$ cat config.mk
export PLATFORM = sky130hd
export DESIGN_NAME = mme_queue
export DESIGN_NICKNAME = d
export VERILOG_FILES = /design/src/mme_pkg.sv /design/src/mme_queue.sv
export SDC_FILE = /design/constraint.sdc
export NUM_CORES = 1
export LEC_CHECK = 0
export BUFFER_PORTS_ARGS = -buffer_cell sky130_fd_sc_hd__buf_2
export CORE_MARGIN = 4
export CORE_UTILIZATION = 30
export DETAILED_ROUTE_END_ITERATION = 10
export SYNTH_ARGS = -nofsm -noshare
export SYNTH_HDL_FRONTEND = slang
export SYNTH_SLANG_ARGS = --single-unit
export TNS_END_PERCENT = 50
$ cat constraint.sdc
create_clock -name clk_i -period 7.7 [get_ports clk_i]
set_clock_uncertainty 0.2 [all_clocks]
set_input_delay 0.77 -clock clk_i [delete_from_list [all_inputs] [get_ports clk_i]]
set_output_delay 0.77 -clock clk_i [all_outputs]
set_load 0.02 [all_outputs]
$ cat src/mme_pkg.sv
// Shared types, constants and term tables for the multipole monomial expansion block.
`default_nettype none

package mme_pkg;

  localparam int ORDER_LIMIT = 6;
  localparam int STORE_DEPTH = (ORDER_LIMIT + 1) * (ORDER_LIMIT + 2) * (ORDER_LIMIT + 3) / 6;
  localparam int RESULT_PORT = 64;
  localparam int CNT_W = 7;
  localparam int ORD_W = 3;

  localparam logic [63:0] ONE_Q56   = 64'h0100_0000_0000_0000;
  localparam logic [63:0] POS_LIMIT = 64'h7FFF_FFFF_FFFF_FFFF;
  localparam logic [63:0] NEG_LIMIT = 64'h8000_0000_0000_0000;

  typedef enum logic [1:0] {
    AXIS_X,
    AXIS_Y,
    AXIS_Z
  } axis_e;

  typedef struct packed {
    axis_e            axis;
    logic [CNT_W-1:0] parent;
  } term_info_t;

  typedef term_info_t [STORE_DEPTH-1:0] term_tbl_t;

  typedef struct packed {
    logic [31:0]      strain;
    logic [31:0]      radius;
    logic [31:0]      rel_x;
    logic [31:0]      rel_y;
    logic [31:0]      rel_z;
    logic [CNT_W-1:0] n_terms;
  } item_t;

  localparam logic [CNT_W-1:0] COUNT_TBL [ORDER_LIMIT+1] = '{
    7'd1, 7'd4, 7'd10, 7'd20, 7'd35, 7'd56, 7'd64
  };

  function automatic int tetra(int d);
    return d * (d + 1) * (d + 2) / 6;
  endfunction

  function automatic int tri_num(int d);
    return d * (d + 1) / 2;
  endfunction

  function automatic int term_cap(int ord);
    int t;
    t = tetra(ord + 1);
    if (t > RESULT_PORT) t = RESULT_PORT;
    return t;
  endfunction

  function automatic term_tbl_t build_term_tbl();
    term_tbl_t tbl;
    int        idx;
    int        pidx;
    int        pa;
    int        pb;
    int        pd;
    axis_e     ax;
    tbl = '0;
    for (int d = 1; d <= ORDER_LIMIT; d++) begin
      for (int a = d; a >= 0; a--) begin
        for (int b = d - a; b >= 0; b--) begin
          pa = a;
          pb = b;
          pd = d - 1;
          if (a > 0) begin
            ax = AXIS_X;
            pa = a - 1;
          end else if (b > 0) begin
            ax = AXIS_Y;
            pb = b - 1;
          end else begin
            ax = AXIS_Z;
          end
          idx  = tetra(d) + tri_num(d - a) + (d - a - b);
          pidx = tetra(pd) + tri_num(pd - pa) + (pd - pa - pb);
          tbl[idx].axis   = ax;
          tbl[idx].parent = CNT_W'(pidx);
        end
      end
    end
    return tbl;
  endfunction

  // Axis and parent term of every monomial in emission order.
  localparam term_tbl_t TERM_TBL = build_term_tbl();

endpackage

`default_nettype wire

$ cat src/mme_queue.sv
// Two-entry queue that decouples the front end from the arithmetic back end.
`default_nettype none

module mme_queue (
  input  wire logic           clk_i,
  input  wire logic           rst_ni,
  input  wire logic           push_valid_i,
  output logic                push_ready_o,
  input  wire mme_pkg::item_t push_item_i,
  output logic                pop_valid_o,
  input  wire logic           pop_ready_i,
  output mme_pkg::item_t      pop_item_o
);
  import mme_pkg::*;

  item_t      slot_q [2];
  logic       wr_ptr_q;
  logic       rd_ptr_q;
  logic [1:0] cnt_q;
  logic       push;
  logic       pop;

  assign push_ready_o = (cnt_q != 2'd2);
  assign pop_valid_o  = (cnt_q != 2'd0);
  assign pop_item_o   = slot_q[rd_ptr_q];
  assign push         = push_valid_i & push_ready_o;
  assign pop          = pop_valid_o & pop_ready_i;

  always_ff @(posedge clk_i or negedge rst_ni) begin
    if (!rst_ni) begin
      wr_ptr_q <= 1'b0;
      rd_ptr_q <= 1'b0;
      cnt_q    <= 2'd0;
    end else begin
      if (push) begin
        wr_ptr_q <= ~wr_ptr_q;
      end
      if (pop) begin
        rd_ptr_q <= ~rd_ptr_q;
      end
      unique case ({push, pop})
        2'b10:   cnt_q <= cnt_q + 2'd1;
        2'b01:   cnt_q <= cnt_q - 2'd1;
        default: cnt_q <= cnt_q;
      endcase
    end
  end

  always_ff @(posedge clk_i) begin
    if (push) begin
      slot_q[wr_ptr_q] <= push_item_i;
    end
  end

endmodule

`default_nettype wire

==> metrics.txt <==
status=finished, final reports clean; Worst slew margin=29.3%; Via density=4.25; final core utilization=38.5%; Placement Rows=75; largest cells by area after synthesis=edfxtp_1 (79%), mux2_4 (12%), mux2_2 (5.9%); gpl congestion=0.710; Die Area=45600 um^2; Hold-fix buffers, CTS=1; WS Path Type=reg -> out; post-synth cell types=15; Setup violations, final=0; placed cells=1403; drt pass-1 iters=4; layout cells sized above 1=60.4%; DRT iter0 DRCs=298; DPL Wire Length=17000 um; R2R Path Start=cnt_q[0]; Worst Max-Slew Pin Slew=1.06 ns; Setup TNS Final=0 ns; GRT Util Overall=10.8%; mux cell area share after synthesis=17.8%; Worst Hold End=slot_q[1][153]; area growth from synthesis to layout=27.1%; CTS tree=built; post-synthesis area per instance=23.6 um^2; Num CTS Buffers=38; Worst-path clk slew=0.06 ns; CTS Root Cell=clkbuf_16; R2R depth=5; starting density of the core=30.3%; top cell type's share of synthesized area=79.2%; Tmin final=4.14 ns; total nets after synthesis=709; startpoint types=flop; R2R Setup Slk=4.58 ns; grt total ovfl=0; min-delay src=push_item_i[153]; final hold violations=0; Worst Path Max Fanout=65; I/O pins=340; first-pass GRT wire length=37600 um; delay-heaviest family, CP=flip-flops; RR Endpoint=slot_q[0][122]; CP max stage delay=1.07 ns; Leak=6.22 nW; Synth top cells by count=edfxtp_1 (334), mux2_4 (101), mux2_2 (66); cell taking the most area after synthesis=edfxtp_1; Cell Pwr Density=404 nW/um^2; Hold Worst Slack=0.218 ns; Skew-Pair Late Insertion Delay=0.54 ns; post-CTS sizing=0; area of the core=41900 um^2; max-slew violations=0; clock sinks=338; xor/xnor share of the synthesized area=0.346%; adder-cell share of the synthesized area=0.0987%; Post-synth EDFFs=334; worst path cell trace=buf_4 -> mux2_2 -> buf_2; die width=214 um; RSZ-0062 raised after global routing=false; Critical Path RT=6.73 ns; dominant combinational cell family by area after synthesis=multiplexers; Die Ht=214 um; Post-CTS Setup Inserts=0; Most used DFF post-synth=edfxtp_1; Final Non-Filler Cells=1475; Synth Instances=537; Nets=1077; HP Class=in -> reg; worst path arrival time=3.17 ns; compound-cell area share of the yosys netlist=0%; #FFs+latches synth=338; critical path buffer and inverter count=2; dominant cell by count in the synthesized netlist=edfxtp_1; initial antenna violation count=6; maximum vdd ir drop=238 uV; fmax=242 MHz; post-synthesis sequential area ratio=79.9%; hold path depth=1; wire per inst=17.6 um; Total Wirelength=26000 um; total number of H-tree levels=2; maxcap violations=0; post-route ant nets=0; Slowest cell on crit path=dfrtp_4; Post-Synth Simple-Gate Area=0.286%; Setup crit end kind=output port; Bufs on Longest Clock Path=3; largest net degree at the start of global routing=73; drt drc=0; Post-synth ARST share=1.18%; mapped cell area=12700 um^2; post-route clock period utilization=53.8%; port bufs=339; YS warnings=0; vias in the first global route=6636; Vias=6271
## through the flow
step	instance area, um^2	power (mW)	setup slack (ns)
2_1_floorplan	12700	4.33	1.83
3_3_place_gp	14900	4.90	4.02
3_5_place_dp	14900	4.92	4.04
4_1_cts	16100	6.64	3.43
5_1_grt	16100	6.85	3.35
6_report	16100	6.50	3.56
## worst reg2reg max path, cell delays in order, from the launching register on
cell and delay, ns:
dfrtp_1 0.40, nand2b_1 0.17, nand2_1 0.16, nor2_4 0.45, buf_4 0.54, buf_4 0.73
## layer usage
layer,track usage (%),vias up,routed length (um)
li1,-,2885,-
met1,12.8,3078,10400
met2,17.4,247,12400
met3,4.37,55,2440
met4,4.50,6,733
met5,0,-,45
## area by class of cell
cell class / count / area [um^2]
clock buffers: 51 / 1060
flip-flops and latches: 338 / 10100
fillers: 3906 / 25700
diodes: 2 / 5.00
multi-input cells: 180 / 2360
clock inverters: 18 / 106
repair buffers: 347 / 1760
well taps: 539 / 674
## kinds of logic (layout without fill, tap and decap cells)
family,after synthesis,count (layout)
flops,338,338
mux,167,167
buf+inv,19,416
simple gates,7,7
xor+xnor,5,5
fa+ha+maj,1,1
other cells,0,2
## worst max-delay path by stage
| stage | from | slack, ns | cells after the start | endpoint |
|---|---|---|---|---|
| 2_1_floorplan | push_valid_i | 1.83 | 2 | slot_q[0][0] |
| 3_3_place_gp | rd_ptr_q | 4.02 | 3 | pop_item_o[30] |
| 3_5_place_dp | rd_ptr_q | 4.04 | 3 | pop_item_o[31] |
| 4_1_cts | rd_ptr_q | 3.43 | 3 | pop_item_o[31] |
| 5_1_grt | rd_ptr_q | 3.35 | 3 | pop_item_o[23] |
| 6_report | rd_ptr_q | 3.56 | 3 | pop_item_o[18] |
## flip-flops by register name (all words and copies together) (netlist names)
register / count
cnt_q: 2
slot_q: 334
rd_ptr_q: 1
wr_ptr_q: 1
## power breakdown
group	switching [mW]	total, mW	internal (mW)
clock network	0.684	1.68	1.00
registers	0.163	2.68	2.52
logic	1.23	2.14	0.904
## layout by cell type (no fill, tap or decap)
cell type / instances
clkinvlp_4: 1
dfrtp_1: 3
clkbuf_1: 10
buf_2: 339
ha_1: 1
mux2_2: 66
xnor2_1: 3
nand2b_1: 1
mux2_4: 101
nor2_4: 1
dlygate4sd3_1: 1
nand2_1: 1
edfxtp_1: 334
clkinv_4: 1
bufinv_16: 1
xor2_1: 2
clkbuf_16: 41
clkinv_1: 12
nor2_1: 1
and3_4: 1
and2_1: 1
dfrtp_4: 1
or2_2: 1
diode_2: 2
buf_4: 7
clkinv_2: 3
(Power assumes the default switching activity.)
