<file path="config.mk">
export PLATFORM = sky130hd
export DESIGN_NAME = mme_front
export DESIGN_NICKNAME = d
export VERILOG_FILES = /design/src/mme_pkg.sv /design/src/mme_front.sv
export SDC_FILE = /design/constraint.sdc
export NUM_CORES = 1
export LEC_CHECK = 0
export BUFFER_PORTS_ARGS = -buffer_cell sky130_fd_sc_hd__buf_2
export CAP_MARGIN = 0
export CELL_PAD_IN_SITES_DETAIL_PLACEMENT = 0
export CELL_PAD_IN_SITES_GLOBAL_PLACEMENT = 1
export CORE_AREA = 2 2 167 169
export DETAILED_ROUTE_END_ITERATION = 8
export DIE_AREA = 0 0 169 171
export HOLD_SLACK_MARGIN = 0.05
export PLACE_DENSITY_LB_ADDON = 0.1
export SYNTH_ARGS = -nofsm -noshare
export SYNTH_HDL_FRONTEND = slang
export SYNTH_SLANG_ARGS = --single-unit
</file>
<file path="constraint.sdc">
create_clock -name clk_i -period 4.5 [get_ports clk_i]
set_clock_uncertainty 0.1 [all_clocks]
set_input_delay 0.45 -clock clk_i [delete_from_list [all_inputs] [get_ports clk_i]]
set_output_delay 0.45 -clock clk_i [all_outputs]
set_load 0.05 [all_outputs]
</file>
<file path="src/mme_pkg.sv">
// Shared types, constants and term tables for the multipole monomial expansion block.
`default_nettype none

package mme_pkg;

  localparam int ORDER_LIMIT = 6;
  localparam int STORE_DEPTH = (ORDER_LIMIT + 1) * (ORDER_LIMIT + 2) * (ORDER_LIMIT + 3) / 6;
  localparam int RESULT_PORT = 64;
  localparam int CNT_W = 7;
  localparam int ORD_W = 3;

  localparam logic [63:0] ONE_Q56   = 64'h0100_0000_0000_0000;
  localparam logic [63:0] POS_LIMIT = 64'h7FFF_FFFF_FFFF_FFFF;
  localparam logic [63:0] NEG_LIMIT = 64'h8000_0000_0000_0000;

  typedef enum logic [1:0] {
    AXIS_X,
    AXIS_Y,
    AXIS_Z
  } axis_e;

  typedef struct packed {
    axis_e            axis;
    logic [CNT_W-1:0] parent;
  } term_info_t;

  typedef term_info_t [STORE_DEPTH-1:0] term_tbl_t;

  typedef struct packed {
    logic [31:0]      strain;
    logic [31:0]      radius;
    logic [31:0]      rel_x;
    logic [31:0]      rel_y;
    logic [31:0]      rel_z;
    logic [CNT_W-1:0] n_terms;
  } item_t;

  localparam logic [CNT_W-1:0] COUNT_TBL [ORDER_LIMIT+1] = '{
    7'd1, 7'd4, 7'd10, 7'd20, 7'd35, 7'd56, 7'd64
  };

  function automatic int tetra(int d);
    return d * (d + 1) * (d + 2) / 6;
  endfunction

  function automatic int tri_num(int d);
    return d * (d + 1) / 2;
  endfunction

  function automatic int term_cap(int ord);
    int t;
    t = tetra(ord + 1);
    if (t > RESULT_PORT) t = RESULT_PORT;
    return t;
  endfunction

  function automatic term_tbl_t build_term_tbl();
    term_tbl_t tbl;
    int        idx;
    int        pidx;
    int        pa;
    int        pb;
    int        pd;
    axis_e     ax;
    tbl = '0;
    for (int d = 1; d <= ORDER_LIMIT; d++) begin
      for (int a = d; a >= 0; a--) begin
        for (int b = d - a; b >= 0; b--) begin
          pa = a;
          pb = b;
          pd = d - 1;
          if (a > 0) begin
            ax = AXIS_X;
            pa = a - 1;
          end else if (b > 0) begin
            ax = AXIS_Y;
            pb = b - 1;
          end else begin
            ax = AXIS_Z;
          end
          idx  = tetra(d) + tri_num(d - a) + (d - a - b);
          pidx = tetra(pd) + tri_num(pd - pa) + (pd - pa - pb);
          tbl[idx].axis   = ax;
          tbl[idx].parent = CNT_W'(pidx);
        end
      end
    end
    return tbl;
  endfunction

  // Axis and parent term of every monomial in emission order.
  localparam term_tbl_t TERM_TBL = build_term_tbl();

endpackage

`default_nettype wire

</file>
<file path="src/mme_front.sv">
// Front end: order register, relative vector and term count for each accepted word.
`default_nettype none

module mme_front #(
  parameter int MAX_ORDER = 6
) (
  input  wire logic                     clk_i,
  input  wire logic                     rst_ni,
  input  wire logic                     cfg_we_i,
  input  wire logic [2:0]               cfg_wdata_i,
  input  wire logic                     in_valid_i,
  output logic                          in_ready_o,
  input  wire logic [31:0]              strain_i,
  input  wire logic [31:0]              radius_i,
  input  wire logic [31:0]              pos_x_i,
  input  wire logic [31:0]              pos_y_i,
  input  wire logic [31:0]              pos_z_i,
  input  wire logic [31:0]              ctr_x_i,
  input  wire logic [31:0]              ctr_y_i,
  input  wire logic [31:0]              ctr_z_i,
  output logic                          push_valid_o,
  input  wire logic                     push_ready_i,
  output mme_pkg::item_t                push_item_o
);
  import mme_pkg::*;

  localparam logic [ORD_W-1:0] MaxOrd = ORD_W'(MAX_ORDER);

  logic [ORD_W-1:0] order_q;
  logic [ORD_W-1:0] order_eff;

  function automatic logic [31:0] sat_diff(logic [31:0] ctr, logic [31:0] pos);
    logic [32:0] diff;
    diff = {ctr[31], ctr} - {pos[31], pos};
    if (diff[32] != diff[31]) begin
      return diff[32] ? 32'h8000_0000 : 32'h7FFF_FFFF;
    end
    return diff[31:0];
  endfunction

  always_ff @(posedge clk_i or negedge rst_ni) begin
    if (!rst_ni) begin
      order_q <= '0;
    end else if (cfg_we_i) begin
      order_q <= cfg_wdata_i;
    end
  end

  assign order_eff = (order_q > MaxOrd) ? MaxOrd : order_q;

  assign in_ready_o   = push_ready_i;
  assign push_valid_o = in_valid_i;

  always_comb begin
    push_item_o.strain  = strain_i;
    push_item_o.radius  = radius_i;
    push_item_o.rel_x   = sat_diff(ctr_x_i, pos_x_i);
    push_item_o.rel_y   = sat_diff(ctr_y_i, pos_y_i);
    push_item_o.rel_z   = sat_diff(ctr_z_i, pos_z_i);
    push_item_o.n_terms = COUNT_TBL[order_eff];
  end

endmodule

`default_nettype wire

</file>
==> flow_summary.json <==
{
  "synth_edf_count": 0,
  "vias": 7958,
  "end_kind": "output pin",
  "clockRootBuffer": "clkbuf_16",
  "grt_usage_pct": 17.3,
  "dp.cells": 1620,
  "postRouteAntennaNets": 0,
  "areaGrowthSynthToFinish_pct": 20.0,
  "nFillCells": 3139,
  "drive_gt1_share_pct": 27.6,
  "netlist.top_cell.by_area": "ha_1",
  "layout.cells.non_filler": 1629,
  "cts_tree": "yes",
  "grt_pass1_wl_mm": 41.3,
  "peakVddDrop_v": 0.000257,
  "finalSetupViolCount": 0,
  "place_congestion": 0.838,
  "max_freq_ghz": 0.240,
  "dr.pass1.iters": 4,
  "synth.lib_cells_used.distinct": 79,
  "synth.area.top_cells": "ha_1, a21oi_1, buf_4",
  "cts.clk_slew.worst_paths_ps": 30,
  "powerDensity_nw_per_um2": 310,
  "async_reset_ff_share_pct": 100,
  "rsz0062_at_grt": "no",
  "ys_seq_area_share_pct": 1.05,
  "final_area_um2": 8610,
  "p_total_mw": 2.67,
  "setup_tns_ps": 0,
  "status": "finished, final reports clean",
  "syn_area_um2": 7180,
  "ys.flop_type": "dfrtp_1",
  "p_leak_nw": 4.52,
  "fin_crit_ps": 4160,
  "die_w_um": 169,
  "dp_hpwl_mm": 23.5,
  "wl_mm": 26.8,
  "final_util_pct": 31.5,
  "io_pins": 433,
  "finalMaxSlewViolations": 0,
  "fin_crit_sh_pct": 92.4,
  "synth_top_area_share_pct": 16.7,
  "hold-worst-slack_ps": 366,
  "syn_inst": 1064,
  "regMostFlops": "order_q",
  "place_area_um2": 8510,
  "antenna_found_initial": 3,
  "final_hold_viol_count": 0,
  "crit_fanout": 13,
  "grt_use_met2_pct": 31.0,
  "core_area_um2": 27300,
  "ys_warn_count": 0,
  "layout_common_cells": "buf_2, inv_1, a21oi_1",
  "clk_path_buf_depth": 2,
  "nets": 1643,
  "min_path_type": "in2reg",
  "met3_usage_pct": 1.87,
  "cp.arrival_ps": 3610,
  "synthesis.nets": 1427,
  "die_y_um": 171,
  "grt.overflow.total": 0,
  "tightest_slew_ps": 663,
  "grt_pass1_vias": 7925,
  "port_buffers": 300,
  "drc": 0,
  "syn_area_per_cell_um2": 6.75,
  "insertion_delay_ps": 220,
  "grt_max_degree": 28,
  "mostFrequentLayoutCell": "buf_2",
  "use_met1_pct": 22.7,
  "relSlewSlack_pct": 55.3,
  "top_regs": "order_q: 3 flops",
  "cts.sink_count": 3,
  "pre_cts_slack_ps": 326,
  "rows": 61,
  "finalWorstSetupSlack_ps": 340,
  "cts_buffers": 3,
  "synth-seq-cells": 3,
  "dieArea_um2": 28900,
  "required_ps": 3950,
  "via_per_inst": 4.89,
  "largest_reg_flops": 3,
  "path_class": "in2out",
  "drtIter0Drc": 321,
  "wl_per_cell_um": 16.4,
  "cp-start-kind": "input pin",
  "initial_utilization_pct": 26.3,
  "grt-busiest-layer": "met2",
  "htreeDepth": 1,
  "maxCapViolations": 0,
  "ctsResizeCount": 0
}
## critical path: stages
cell and delay, ps:
buf_2 110, ha_1 390, and3_2 240, nand4_1 120, a211oi_2 360, o21ai_1 180
a2111oi_2 540, nor3_1 150, mux2i_4 420, buf_4 240, o21a_1 130, buf_2 270
## repair_timing
action | in CTS | in global routing
hold buffers | 1 | 0
hold endpoints to repair | 3 | 0
buffers inserted | 0 | 0
endpoints found under the setup margin | 0 | 0
## Yosys cell counts, types with 4 or more instances
| cell | number |
|---|---|
| a2111oi_0 | 6 |
| a211oi_1 | 11 |
| a21boi_0 | 4 |
| a21o_1 | 57 |
| a21o_2 | 6 |
| a21oi_1 | 120 |
| a31oi_1 | 8 |
| a41oi_1 | 4 |
| and2_1 | 10 |
| and3_1 | 7 |
| buf_2 | 6 |
| buf_4 | 71 |
| buf_6 | 6 |
| clkbuf_1 | 21 |
| ha_1 | 96 |
| inv_1 | 125 |
| maj3_1 | 7 |
| nand2_1 | 72 |
| nand2b_1 | 13 |
| nand3_1 | 24 |
| nand3b_1 | 4 |
| nand4_1 | 13 |
| nor2_1 | 40 |
| nor2b_1 | 14 |
| nor3_1 | 20 |
| o211ai_1 | 16 |
| o21a_1 | 11 |
| o21ai_0 | 90 |
| o21bai_1 | 11 |
| o31ai_1 | 9 |
| or3_1 | 4 |
| xnor2_1 | 48 |
| xor2_1 | 39 |
## kinds of logic (layout without fill, tap and decap cells)
kind of cell / count (synthesis) / count (layout) / synth area share (%)
muxes: 7 / 7 / 1.27
adders and majority gates: 106 / 106 / 18.5
DFF: 3 / 3 / 1.05
buffers and inverters: 230 / 445 / 16.5
other: 0 / 4 / 0
and+or+nand+nor: 237 / 237 / 16.3
AOI/OAI and AO/OA: 394 / 394 / 35.7
xor gates and xnor gates: 87 / 87 / 10.6
## report_power, final
part | leakage (nW) | switching (mW) | internal [mW]
Combinational | 4.45 | 1.77 | 0.725
Clock | 0.0382 | 0.0249 | 0.117
Sequential | 0.0351 | 0.00372 | 0.0299
## per-layer routing
metal	share of wire [%]	routed length (um)	vias to the layer above
li1	-	-	4143
met1	46	12200	3555
met2	48	12900	222
met3	4.7	1260	38
met4	1.3	357	0
met5	0	0	-
## final cells by class
class | instances | area, um^2 | share of cell area [%]
Timing Repair Buffer | 316 | 1620 | 18.9
Sequential cell | 3 | 75.1 | 0.872
Antenna cell | 4 | 10.0 | 0.116
Multi-Input combinational cell | 831 | 5920 | 68.8
Tap cell | 346 | 433 | 5.03
Inverter | 125 | 469 | 5.45
Clock buffer | 4 | 78.8 | 0.915
## worst paths after layout
check / start / endpoint / slack (ps) / depth (start not counted)
hold / removal: cfg_wdata_i[1] / order_q[1] / 370 / 2
max in group asynchronous: rst_ni / order_q[1] / 3720 / 2
setup / recovery: ctr_x_i[10] / push_item_o[85] / 340 / 12
setup reg to reg: order_q[0] / order_q[0] / 3570 / 1
hold reg to reg: order_q[1] / order_q[1] / 490 / 1
min in group asynchronous: rst_ni / order_q[0] / 460 / 2
Power figures use the tool's default switching activity.
